[config.mk]
export PLATFORM = sky130hd
export DESIGN_NAME = tiny_accumulator_cpu_step
export DESIGN_NICKNAME = d
export VERILOG_FILES = /design/src/design/tacs_pkg.sv /design/src/design/tacs_exec.sv /design/src/design/tacs_outq.sv /design/src/design/tiny_accumulator_cpu_step.sv
export SDC_FILE = /design/constraint.sdc
export NUM_CORES = 1
export LEC_CHECK = 0
export ABC_CLOCK_PERIOD_IN_PS = 13300
export BUFFER_PORTS_ARGS = -buffer_cell sky130_fd_sc_hd__buf_4
export CORE_ASPECT_RATIO = 2
export CORE_MARGIN = 1
export CORE_UTILIZATION = 25
export CTS_CLUSTER_DIAMETER = 80
export CTS_CLUSTER_SIZE = 30
export DETAILED_ROUTE_END_ITERATION = 8
export PLACE_DENSITY = 0.46
export SLEW_MARGIN = 20
export SYNTH_ARGS = -nofsm -noshare
export SYNTH_HDL_FRONTEND = slang
export SYNTH_HIERARCHICAL = 1
export SYNTH_SLANG_ARGS = --single-unit
[constraint.sdc]
create_clock -name clk -period 13.3 [get_ports clk]
set_clock_uncertainty 0.15 [all_clocks]
set_input_delay 2.66 -clock clk [delete_from_list [all_inputs] [get_ports clk]]
set_output_delay 2.66 -clock clk [all_outputs]
set_load 0.02 [all_outputs]
[src/design/tacs_pkg.sv]
// tacs_pkg: opcode, status and stack constants plus item and result types
// for the tiny accumulator cpu step block; no dependencies
`default_nettype none

package tacs_pkg;

	localparam logic [7:0] OP_NOP  = 8'd0;
	localparam logic [7:0] OP_LDAI = 8'd1;
	localparam logic [7:0] OP_LDXI = 8'd2;
	localparam logic [7:0] OP_LDYI = 8'd3;
	localparam logic [7:0] OP_LDAM = 8'd4;
	localparam logic [7:0] OP_STAM = 8'd5;
	localparam logic [7:0] OP_ADDI = 8'd6;
	localparam logic [7:0] OP_SUBI = 8'd7;
	localparam logic [7:0] OP_CMPI = 8'd8;
	localparam logic [7:0] OP_JMP  = 8'd9;
	localparam logic [7:0] OP_JZ   = 8'd10;
	localparam logic [7:0] OP_JNZ  = 8'd11;
	localparam logic [7:0] OP_CALL = 8'd12;
	localparam logic [7:0] OP_RET  = 8'd13;
	localparam logic [7:0] OP_SYS  = 8'd14;
	localparam logic [7:0] OP_HLT  = 8'd15;

	localparam logic [1:0] ST_OK      = 2'd0;
	localparam logic [1:0] ST_ILLEGAL = 2'd1;
	localparam logic [1:0] ST_HALTED  = 2'd2;

	localparam logic [15:0] SP_INIT = 16'hFFFE;

	// result queue
	localparam int OQ_DEPTH = 4;
	localparam int OQ_PW    = 2;
	localparam int OQ_CW    = 3;

	typedef struct packed {
		logic [7:0]  mode;
		logic [7:0]  imm;
		logic [15:0] target;
		logic [7:0]  load_byte;
		logic [15:0] popped_addr;
		logic [23:0] sys_result;
	} item_t;

	typedef struct packed {
		logic        write_valid;
		logic [15:0] write_addr;
		logic [7:0]  write_byte;
		logic [15:0] pc_out;
		logic [15:0] sp_out;
		logic [7:0]  acc_out;
		logic [7:0]  x_out;
		logic [7:0]  y_out;
		logic [1:0]  flags_out;
		logic [1:0]  status;
		logic        last;
	} result_t;

	typedef struct packed {
		logic        wr;
		logic [15:0] start_pc;
	} cfg_t;

	typedef struct packed {
		logic    push;
		logic    two;
		result_t res0;
		result_t res1;
	} push_t;

endpackage

`default_nettype wire

[src/design/tacs_exec.sv]
// tacs_exec: architectural registers and combinational instruction execute
// depends on tacs_pkg
`default_nettype none

module tacs_exec (
	input  wire               clk,
	input  wire               arst_n,
	input  tacs_pkg::cfg_t    cfg,
	input  wire               fire,
	input  tacs_pkg::item_t   item,
	output tacs_pkg::push_t   pq
);

	logic [7:0]  acc_q, x_q, y_q;
	logic        zf_q, cf_q, stop_q;
	logic [15:0] pc_q, sp_q;

	logic [7:0]  acc_n, x_n, y_n;
	logic        zf_n, cf_n, stop_n;
	logic [15:0] pc_n, sp_n;
	logic        wv0, two;
	logic [15:0] wa0, wa1;
	logic [7:0]  wb0, wb1;
	logic [1:0]  st;
	logic [8:0]  sum;
	logic [15:0] pc1, pc2, pc3, ret;

	always_comb begin
		acc_n = acc_q;
		x_n = x_q;
		y_n = y_q;
		zf_n = zf_q;
		cf_n = cf_q;
		stop_n = stop_q;
		pc_n = pc_q;
		sp_n = sp_q;
		wv0 = 1'b0;
		wa0 = '0;
		wb0 = '0;
		wa1 = '0;
		wb1 = '0;
		two = 1'b0;
		st = tacs_pkg::ST_OK;
		pc1 = pc_q + 16'd1;
		pc2 = pc_q + 16'd2;
		pc3 = pc_q + 16'd3;
		ret = pc3;
		sum = {1'b0, acc_q} + {1'b0, item.imm};
		if (stop_q) begin
			st = tacs_pkg::ST_HALTED;
		end else begin
			unique case (item.mode)
				tacs_pkg::OP_NOP: pc_n = pc1;
				tacs_pkg::OP_LDAI: begin
					acc_n = item.imm;
					zf_n = (item.imm == 8'd0);
					pc_n = pc2;
				end
				tacs_pkg::OP_LDXI: begin
					x_n = item.imm;
					pc_n = pc2;
				end
				tacs_pkg::OP_LDYI: begin
					y_n = item.imm;
					pc_n = pc2;
				end
				tacs_pkg::OP_LDAM: begin
					acc_n = item.load_byte;
					zf_n = (item.load_byte == 8'd0);
					pc_n = pc3;
				end
				tacs_pkg::OP_STAM: begin
					wv0 = 1'b1;
					wa0 = item.target;
					wb0 = acc_q;
					pc_n = pc3;
				end
				tacs_pkg::OP_ADDI: begin
					acc_n = sum[7:0];
					cf_n = sum[8];
					zf_n = (sum[7:0] == 8'd0);
					pc_n = pc2;
				end
				tacs_pkg::OP_SUBI: begin
					acc_n = acc_q - item.imm;
					cf_n = 1'b0;
					zf_n = (acc_q == item.imm);
					pc_n = pc2;
				end
				tacs_pkg::OP_CMPI: begin
					zf_n = (acc_q == item.imm);
					pc_n = pc2;
				end
				tacs_pkg::OP_JMP: pc_n = item.target;
				tacs_pkg::OP_JZ: pc_n = zf_q ? item.target : pc3;
				tacs_pkg::OP_JNZ: pc_n = zf_q ? pc3 : item.target;
				tacs_pkg::OP_CALL: begin
					// low byte of return address at sp, high byte at sp-1
					two = 1'b1;
					wv0 = 1'b1;
					wa0 = sp_q;
					wb0 = ret[7:0];
					wa1 = sp_q - 16'd1;
					wb1 = ret[15:8];
					sp_n = sp_q - 16'd2;
					pc_n = item.target;
				end
				tacs_pkg::OP_RET: begin
					sp_n = sp_q + 16'd2;
					pc_n = item.popped_addr;
				end
				tacs_pkg::OP_SYS: begin
					acc_n = item.sys_result[7:0];
					x_n = item.sys_result[15:8];
					y_n = item.sys_result[23:16];
					zf_n = (item.sys_result[7:0] == 8'd0);
					pc_n = pc_q + 16'd6;
				end
				tacs_pkg::OP_HLT: begin
					stop_n = 1'b1;
					pc_n = pc1;
				end
				default: begin
					st = tacs_pkg::ST_ILLEGAL;
					pc_n = pc1;
				end
			endcase
		end

		pq.push = fire;
		pq.two = two;
		pq.res0.write_valid = wv0;
		pq.res0.write_addr = wa0;
		pq.res0.write_byte = wb0;
		pq.res0.pc_out = pc_n;
		pq.res0.sp_out = sp_n;
		pq.res0.acc_out = acc_n;
		pq.res0.x_out = x_n;
		pq.res0.y_out = y_n;
		pq.res0.flags_out = {cf_n, zf_n};
		pq.res0.status = st;
		pq.res0.last = ~two;
		pq.res1 = pq.res0;
		pq.res1.write_valid = 1'b1;
		pq.res1.write_addr = wa1;
		pq.res1.write_byte = wb1;
		pq.res1.last = 1'b1;
	end

	always_ff @(posedge clk or negedge arst_n) begin
		if (!arst_n) begin
			acc_q <= '0;
			x_q <= '0;
			y_q <= '0;
			zf_q <= 1'b0;
			cf_q <= 1'b0;
			stop_q <= 1'b0;
			pc_q <= '0;
			sp_q <= tacs_pkg::SP_INIT;
		end else if (cfg.wr) begin
			// start pc write restarts the machine
			acc_q <= '0;
			x_q <= '0;
			y_q <= '0;
			zf_q <= 1'b0;
			cf_q <= 1'b0;
			stop_q <= 1'b0;
			pc_q <= cfg.start_pc;
			sp_q <= tacs_pkg::SP_INIT;
		end else if (fire) begin
			acc_q <= acc_n;
			x_q <= x_n;
			y_q <= y_n;
			zf_q <= zf_n;
			cf_q <= cf_n;
			stop_q <= stop_n;
			pc_q <= pc_n;
			sp_q <= sp_n;
		end
	end

endmodule

`default_nettype wire

[src/design/tacs_outq.sv]
// tacs_outq: small result queue, takes one or two results per cycle and
// hands out one; depends on tacs_pkg
`default_nettype none

module tacs_outq (
	input  wire                clk,
	input  wire                arst_n,
	input  tacs_pkg::push_t    pq,
	input  wire                pop,
	output logic               not_empty,
	output logic               room,
	output tacs_pkg::result_t  head
);

	tacs_pkg::result_t mem_q [tacs_pkg::OQ_DEPTH];
	logic [tacs_pkg::OQ_PW-1:0] wr_q, rd_q, wr_p1;
	logic [tacs_pkg::OQ_CW-1:0] cnt_q, n_push;

	assign wr_p1 = wr_q + tacs_pkg::OQ_PW'(1);
	assign n_push = pq.push ? (pq.two ? tacs_pkg::OQ_CW'(2) : tacs_pkg::OQ_CW'(1))
		: '0;
	assign not_empty = (cnt_q != '0);
	// space for a two-result item, from registered count only
	assign room = (cnt_q <= tacs_pkg::OQ_CW'(tacs_pkg::OQ_DEPTH - 2));
	assign head = mem_q[rd_q];

	always_ff @(posedge clk) begin
		if (pq.push) begin
			mem_q[wr_q] <= pq.res0;
			if (pq.two) begin
				mem_q[wr_p1] <= pq.res1;
			end
		end
	end

	always_ff @(posedge clk or negedge arst_n) begin
		if (!arst_n) begin
			wr_q <= '0;
			rd_q <= '0;
			cnt_q <= '0;
		end else begin
			wr_q <= wr_q + n_push[tacs_pkg::OQ_PW-1:0];
			if (pop) begin
				rd_q <= rd_q + tacs_pkg::OQ_PW'(1);
			end
			cnt_q <= cnt_q + n_push - (pop ? tacs_pkg::OQ_CW'(1) : '0);
		end
	end

endmodule

`default_nettype wire

[src/design/tiny_accumulator_cpu_step.sv]
// tiny_accumulator_cpu_step: top level, input register, execute and result queue
// depends on tacs_pkg, tacs_exec, tacs_outq
//
// channel | handshake              | moves
// in      | in_valid / in_stall    | one fetched instruction item
// out     | out_valid / out_stall  | one result item (write + register snapshot)
// cfg     | cfg_valid / cfg_ready  | start_pc value, restarts the machine
//
// one item accepted per cycle while in_stall is low; a result passes the input register, then the result queue
// call gives two results from one execute step through the 4-entry result queue
// in_stall rises when an item waits in the input register and the queue holds
// more than two results; it never depends on out_stall in the same cycle
// arst_n clears all control state; pc 0, sp 0xfffe
`default_nettype none

module tiny_accumulator_cpu_step (
	input  wire         clk,
	input  wire         arst_n,
	input  wire         in_valid,
	output logic        in_stall,
	input  wire  [7:0]  mode,
	input  wire  [7:0]  imm,
	input  wire  [15:0] target,
	input  wire  [7:0]  load_byte,
	input  wire  [15:0] popped_addr,
	input  wire  [23:0] sys_result,
	output logic        out_valid,
	input  wire         out_stall,
	output logic        write_valid,
	output logic [15:0] write_addr,
	output logic [7:0]  write_byte,
	output logic [15:0] pc_out,
	output logic [15:0] sp_out,
	output logic [7:0]  acc_out,
	output logic [7:0]  x_out,
	output logic [7:0]  y_out,
	output logic [1:0]  flags_out,
	output logic [1:0]  status,
	output logic        last,
	input  wire         cfg_valid,
	output logic        cfg_ready,
	input  wire  [15:0] cfg_data
);

	logic              valid_s1;
	tacs_pkg::item_t   item_s1;
	tacs_pkg::cfg_t    cfg;
	tacs_pkg::push_t   pq;
	tacs_pkg::result_t head;
	logic              room, fire, accept, pop;

	assign cfg_ready = 1'b1;
	assign cfg.wr = cfg_valid;
	assign cfg.start_pc = cfg_data;

	assign fire = valid_s1 & room;
	assign in_stall = valid_s1 & ~room;
	assign accept = in_valid & ~in_stall;
	assign pop = out_valid & ~out_stall;

	always_ff @(posedge clk or negedge arst_n) begin
		if (!arst_n) begin
			valid_s1 <= 1'b0;
		end else if (accept) begin
			valid_s1 <= 1'b1;
		end else if (fire) begin
			valid_s1 <= 1'b0;
		end
	end

	always_ff @(posedge clk) begin
		if (accept) begin
			item_s1.mode <= mode;
			item_s1.imm <= imm;
			item_s1.target <= target;
			item_s1.load_byte <= load_byte;
			item_s1.popped_addr <= popped_addr;
			item_s1.sys_result <= sys_result;
		end
	end

	tacs_exec u_exec (
		.clk    (clk),
		.arst_n (arst_n),
		.cfg    (cfg),
		.fire   (fire),
		.item   (item_s1),
		.pq     (pq)
	);

	tacs_outq u_outq (
		.clk       (clk),
		.arst_n    (arst_n),
		.pq        (pq),
		.pop       (pop),
		.not_empty (out_valid),
		.room      (room),
		.head      (head)
	);

	assign write_valid = head.write_valid;
	assign write_addr = head.write_addr;
	assign write_byte = head.write_byte;
	assign pc_out = head.pc_out;
	assign sp_out = head.sp_out;
	assign acc_out = head.acc_out;
	assign x_out = head.x_out;
	assign y_out = head.y_out;
	assign flags_out = head.flags_out;
	assign status = head.status;
	assign last = head.last;

endmodule

`default_nettype wire

==> results.py <==
metrics = {
    "run_status": {
        "outcome": "completed",
    },
    "layout": {
        "layout-drive-gt1-share": 0.358,
        "most_frequent_cells_in_the_layout": "424 x edfxtp_1, 307 x mux2_2, 221 x buf_4",
        "design.final.nets": 2211,
        "flow.area_growth_from_synthesis_pct": 11.7,
        "post_route_standard_cell_area_excluding_fillers_um2": 30500,
        "utilization": 0.281,
        "commonest_non_fill_non_tap_cell_in_the_layout": "edfxtp_1",
        "fillerInstances": 11000,
    },
    "placed_design": {
        "postPlaceCellArea_um2": 29500,
        "gp_routability_congestion": 0.917,
        "detailed_place_hpwl_mm": 61.7,
        "port-buffer-count": 188,
    },
    "route": {
        "met2_wire_len_mm": 49.4,
        "detailedRoute.firstIterationViolations": 1155,
        "detail-route-antenna-nets": 0,
        "drt_wl_total_mm": 91.0,
        "route.detailed.wl_per_inst_um": 26.2,
        "drc": 0,
        "routed-via-count": 17200,
        "route.top_layer_used": "met5",
        "drt-pass1-iter-count": 7,
        "vias_per_cell": 4.94,
        "met3RoutedLength_mm": 3.58,
        "wl_met1_mm": 35.3,
    },
    "yosys": {
        "yosysSeqAreaShare": 0.527,
        "synth_area_um2": 27300,
        "synth-warning-count": 6,
        "asyncSetResetFlopFracSynth": 0.135,
        "synth_enable_flop_cells": 424,
        "synth.ff_latch_count": 490,
        "synth_cell_type_count": 85,
        "synth-main-ff-cell": "edfxtp_1",
        "syn_inst": 2026,
        "synth.avg_cell_area_um2": 13.5,
    },
    "critical_path": {
        "crit_path_end_kind": "flop",
        "ff2ff_setup_slack_ps": 7040,
        "setup_crit_path_kind": "flop to flop",
        "crit_required_ps": 13550,
        "timing.critical_path.from_type": "flop",
        "critical_path_arrival_ps": 6510,
        "cp_max_fo": 55,
    },
    "power_and_ir_drop": {
        "power.density_cell_area_nw_per_um2": 186,
        "ir_worst_vdd_v": 0.000131,
        "power_mw": 5.67,
        "p_leak_nw": 10.7,
    },
    "floorplan": {
        "initial_util": 0.252,
        "die-area_um2": 111000,
        "core.rowCount": 171,
        "floorplan.io_pins": 190,
        "die_width_um": 236,
        "die_h_um": 469,
        "placeableCoreArea_um2": 108000,
    },
    "timing": {
        "period_share": 0.471,
        "finalHoldViolCount": 0,
        "timing.final.max_slew_violations": 0,
        "setup_total_negative_slack_ps": 0,
        "max-slew-margin-rel": 0.173,
        "grt_setup_unrepaired": "false",
        "layout_min_cycle_time_ps": 6260,
        "fin_worst_hold_slack_ps": 358,
        "setup_viol_count_final": 0,
        "clock.fmax_mhz": 160,
        "measured_slew_at_the_worst_slew_check_pin_ps": 1230,
    },
    "grt": {
        "grtUsageTotal": 0.162,
        "overflow": 0,
        "via_count_of_the_first_global_routing_pass": 17900,
        "antenna_found_initial": 3,
        "grt_pass1_wl_mm": 131,
        "maximum_number_of_pins_on_one_net_before_global_route_repair": 70,
    },
    "clocking": {
        "tritoncts": "done",
        "cts_hold_buffers": 0,
        "clock-root-buffer": "clkbuf_16",
        "cts_max_path_buffers": 3,
        "cts_num_sinks": 490,
        "clk_pin_slew_ps": 120,
        "clk-insertion-delay-late_ps": 650,
        "post-cts-setup-buffers": 0,
        "cts_resized": 0,
        "clock_tree.htree_level_count": 1,
        "cts_made_buffers": 27,
    },
    "min_path": {
        "holdCritPathClass": "flop to flop",
    },
    "job": {
        "drv_cap": 0,
    },
}
## registers in the layout, summed over array words and instances (netlist names)
signal         count
u_exec/acc_q       8
u_exec/pc_q       16
u_exec/sp_q       15
u_outq/cnt_q       3
u_outq/rd_q        2
u_exec/stop_q      1
item_s1           80
u_exec/y_q         8
u_exec/x_q         8
u_exec/cf_q        1
valid_s1           1
u_exec/zf_q        1
u_outq/mem_q     344
u_outq/wr_q        2
## cells by family after synthesis
logic type      count (synthesis)  share of synthesized area
compound gates                343                     0.0863
buf+inv                       269                     0.0547
xor+xnor                       59                     0.0189
flops                         490                      0.527
other cells                     3                   0.000412
fa+ha+maj                      40                     0.0197
simple gates                  380                     0.0699
mux                           442                      0.223
## where the power goes
| part | total [mW] | switching [mW] | internal [mW] | leakage [nW] |
|---|---|---|---|---|
| clock | 1.04 | 0.612 | 0.424 | 0.469 |
| combinational | 2.24 | 1.33 | 0.914 | 5.63 |
| sequential | 2.39 | 0.264 | 2.13 | 4.60 |
## routing by layer
layer  track usage  vias up
met1         0.185     8780
met2         0.311      476
met3        0.0173      103
met5             0        -
li1              -     7796
met4        0.0539        4
## final timing paths
check / from / endpoint / cells past startpoint
setup / recovery: u_exec/stop_q / u_outq/mem_q[1][2] / 12
hold / removal: u_outq/cnt_q[2] / u_outq/cnt_q[2] / 1
setup reg to reg: u_exec/stop_q / u_outq/mem_q[1][2] / 12
hold reg to reg: u_outq/cnt_q[2] / u_outq/cnt_q[2] / 1
max in group asynchronous: arst_n / u_exec/stop_q / 2
min in group asynchronous: arst_n / u_outq/rd_q[0] / 1
## cell usage after synthesis, types with 8 or more instances
cell      instances  area (um^2)
a211oi_1         21          158
a21o_1           14          105
a21oi_1          78          390
a221o_1          14          140
a221oi_1         13          114
a22o_1           17          149
a22oi_1          26          195
a31oi_1          10         62.6
and2_1            9         56.3
and3_1           11         68.8
buf_2            44          220
buf_4            87          653
clkbuf_1         64          240
dfrtp_1          51         1280
dfstp_2          15          394
edfxtp_1        424        12700
ha_1             35          438
inv_1            61          229
mux2_2          307         3460
mux2_4           40          601
mux2i_1           9         90.1
mux4_2           86         1940
nand2_1          90          338
nand2b_1         12         75.1
nand3_1          16         80.1
nand4_1           8         50.1
nor2_1          132          495
nor2b_1          12         75.1
nor3_1           21          105
nor4_1           18          113
o211ai_1         11         82.6
o21a_1           10         75.1
o21ai_0          55          275
o22ai_1          10         62.6
o31ai_1          13         97.6
or3_1            10         62.6
xnor2_1          41          359
xor2_1           18          158
## critical path, cell delays in order, from the launching register on
cell and delay, ps:
dfrtp_2 390, buf_4 320, inv_1 630, nand2_1 250, nor3_2 700, nand2b_2 110, buf_4 280, inv_1 140
buf_4 410, nor4bb_4 600, buf_4 600, buf_4 870, mux2_2 420
## metrics by stage
stage | setup WS [ps] | std cells
final | 7040 | 3475
after global routing | 6700 | 3475
after CTS | 6920 | 3474
after detailed placement | 6930 | 3425
after global placement | 6990 | 3425
after floorplan | 3800 | 2028
## final cells by class
type,count,area (um^2),area share
Inverter,61,229,0.00751
Tap cell,1384,1730,0.0568
Sequential cell,490,14400,0.472
Clock buffer,32,704,0.0231
Multi-Input combinational cell,1269,11500,0.377
Timing Repair Buffer,221,1660,0.0544
Clock inverter,17,258,0.00845
Antenna cell,1,2.50,0.0000820
Note: power is estimated with default switching activity, not from simulation.
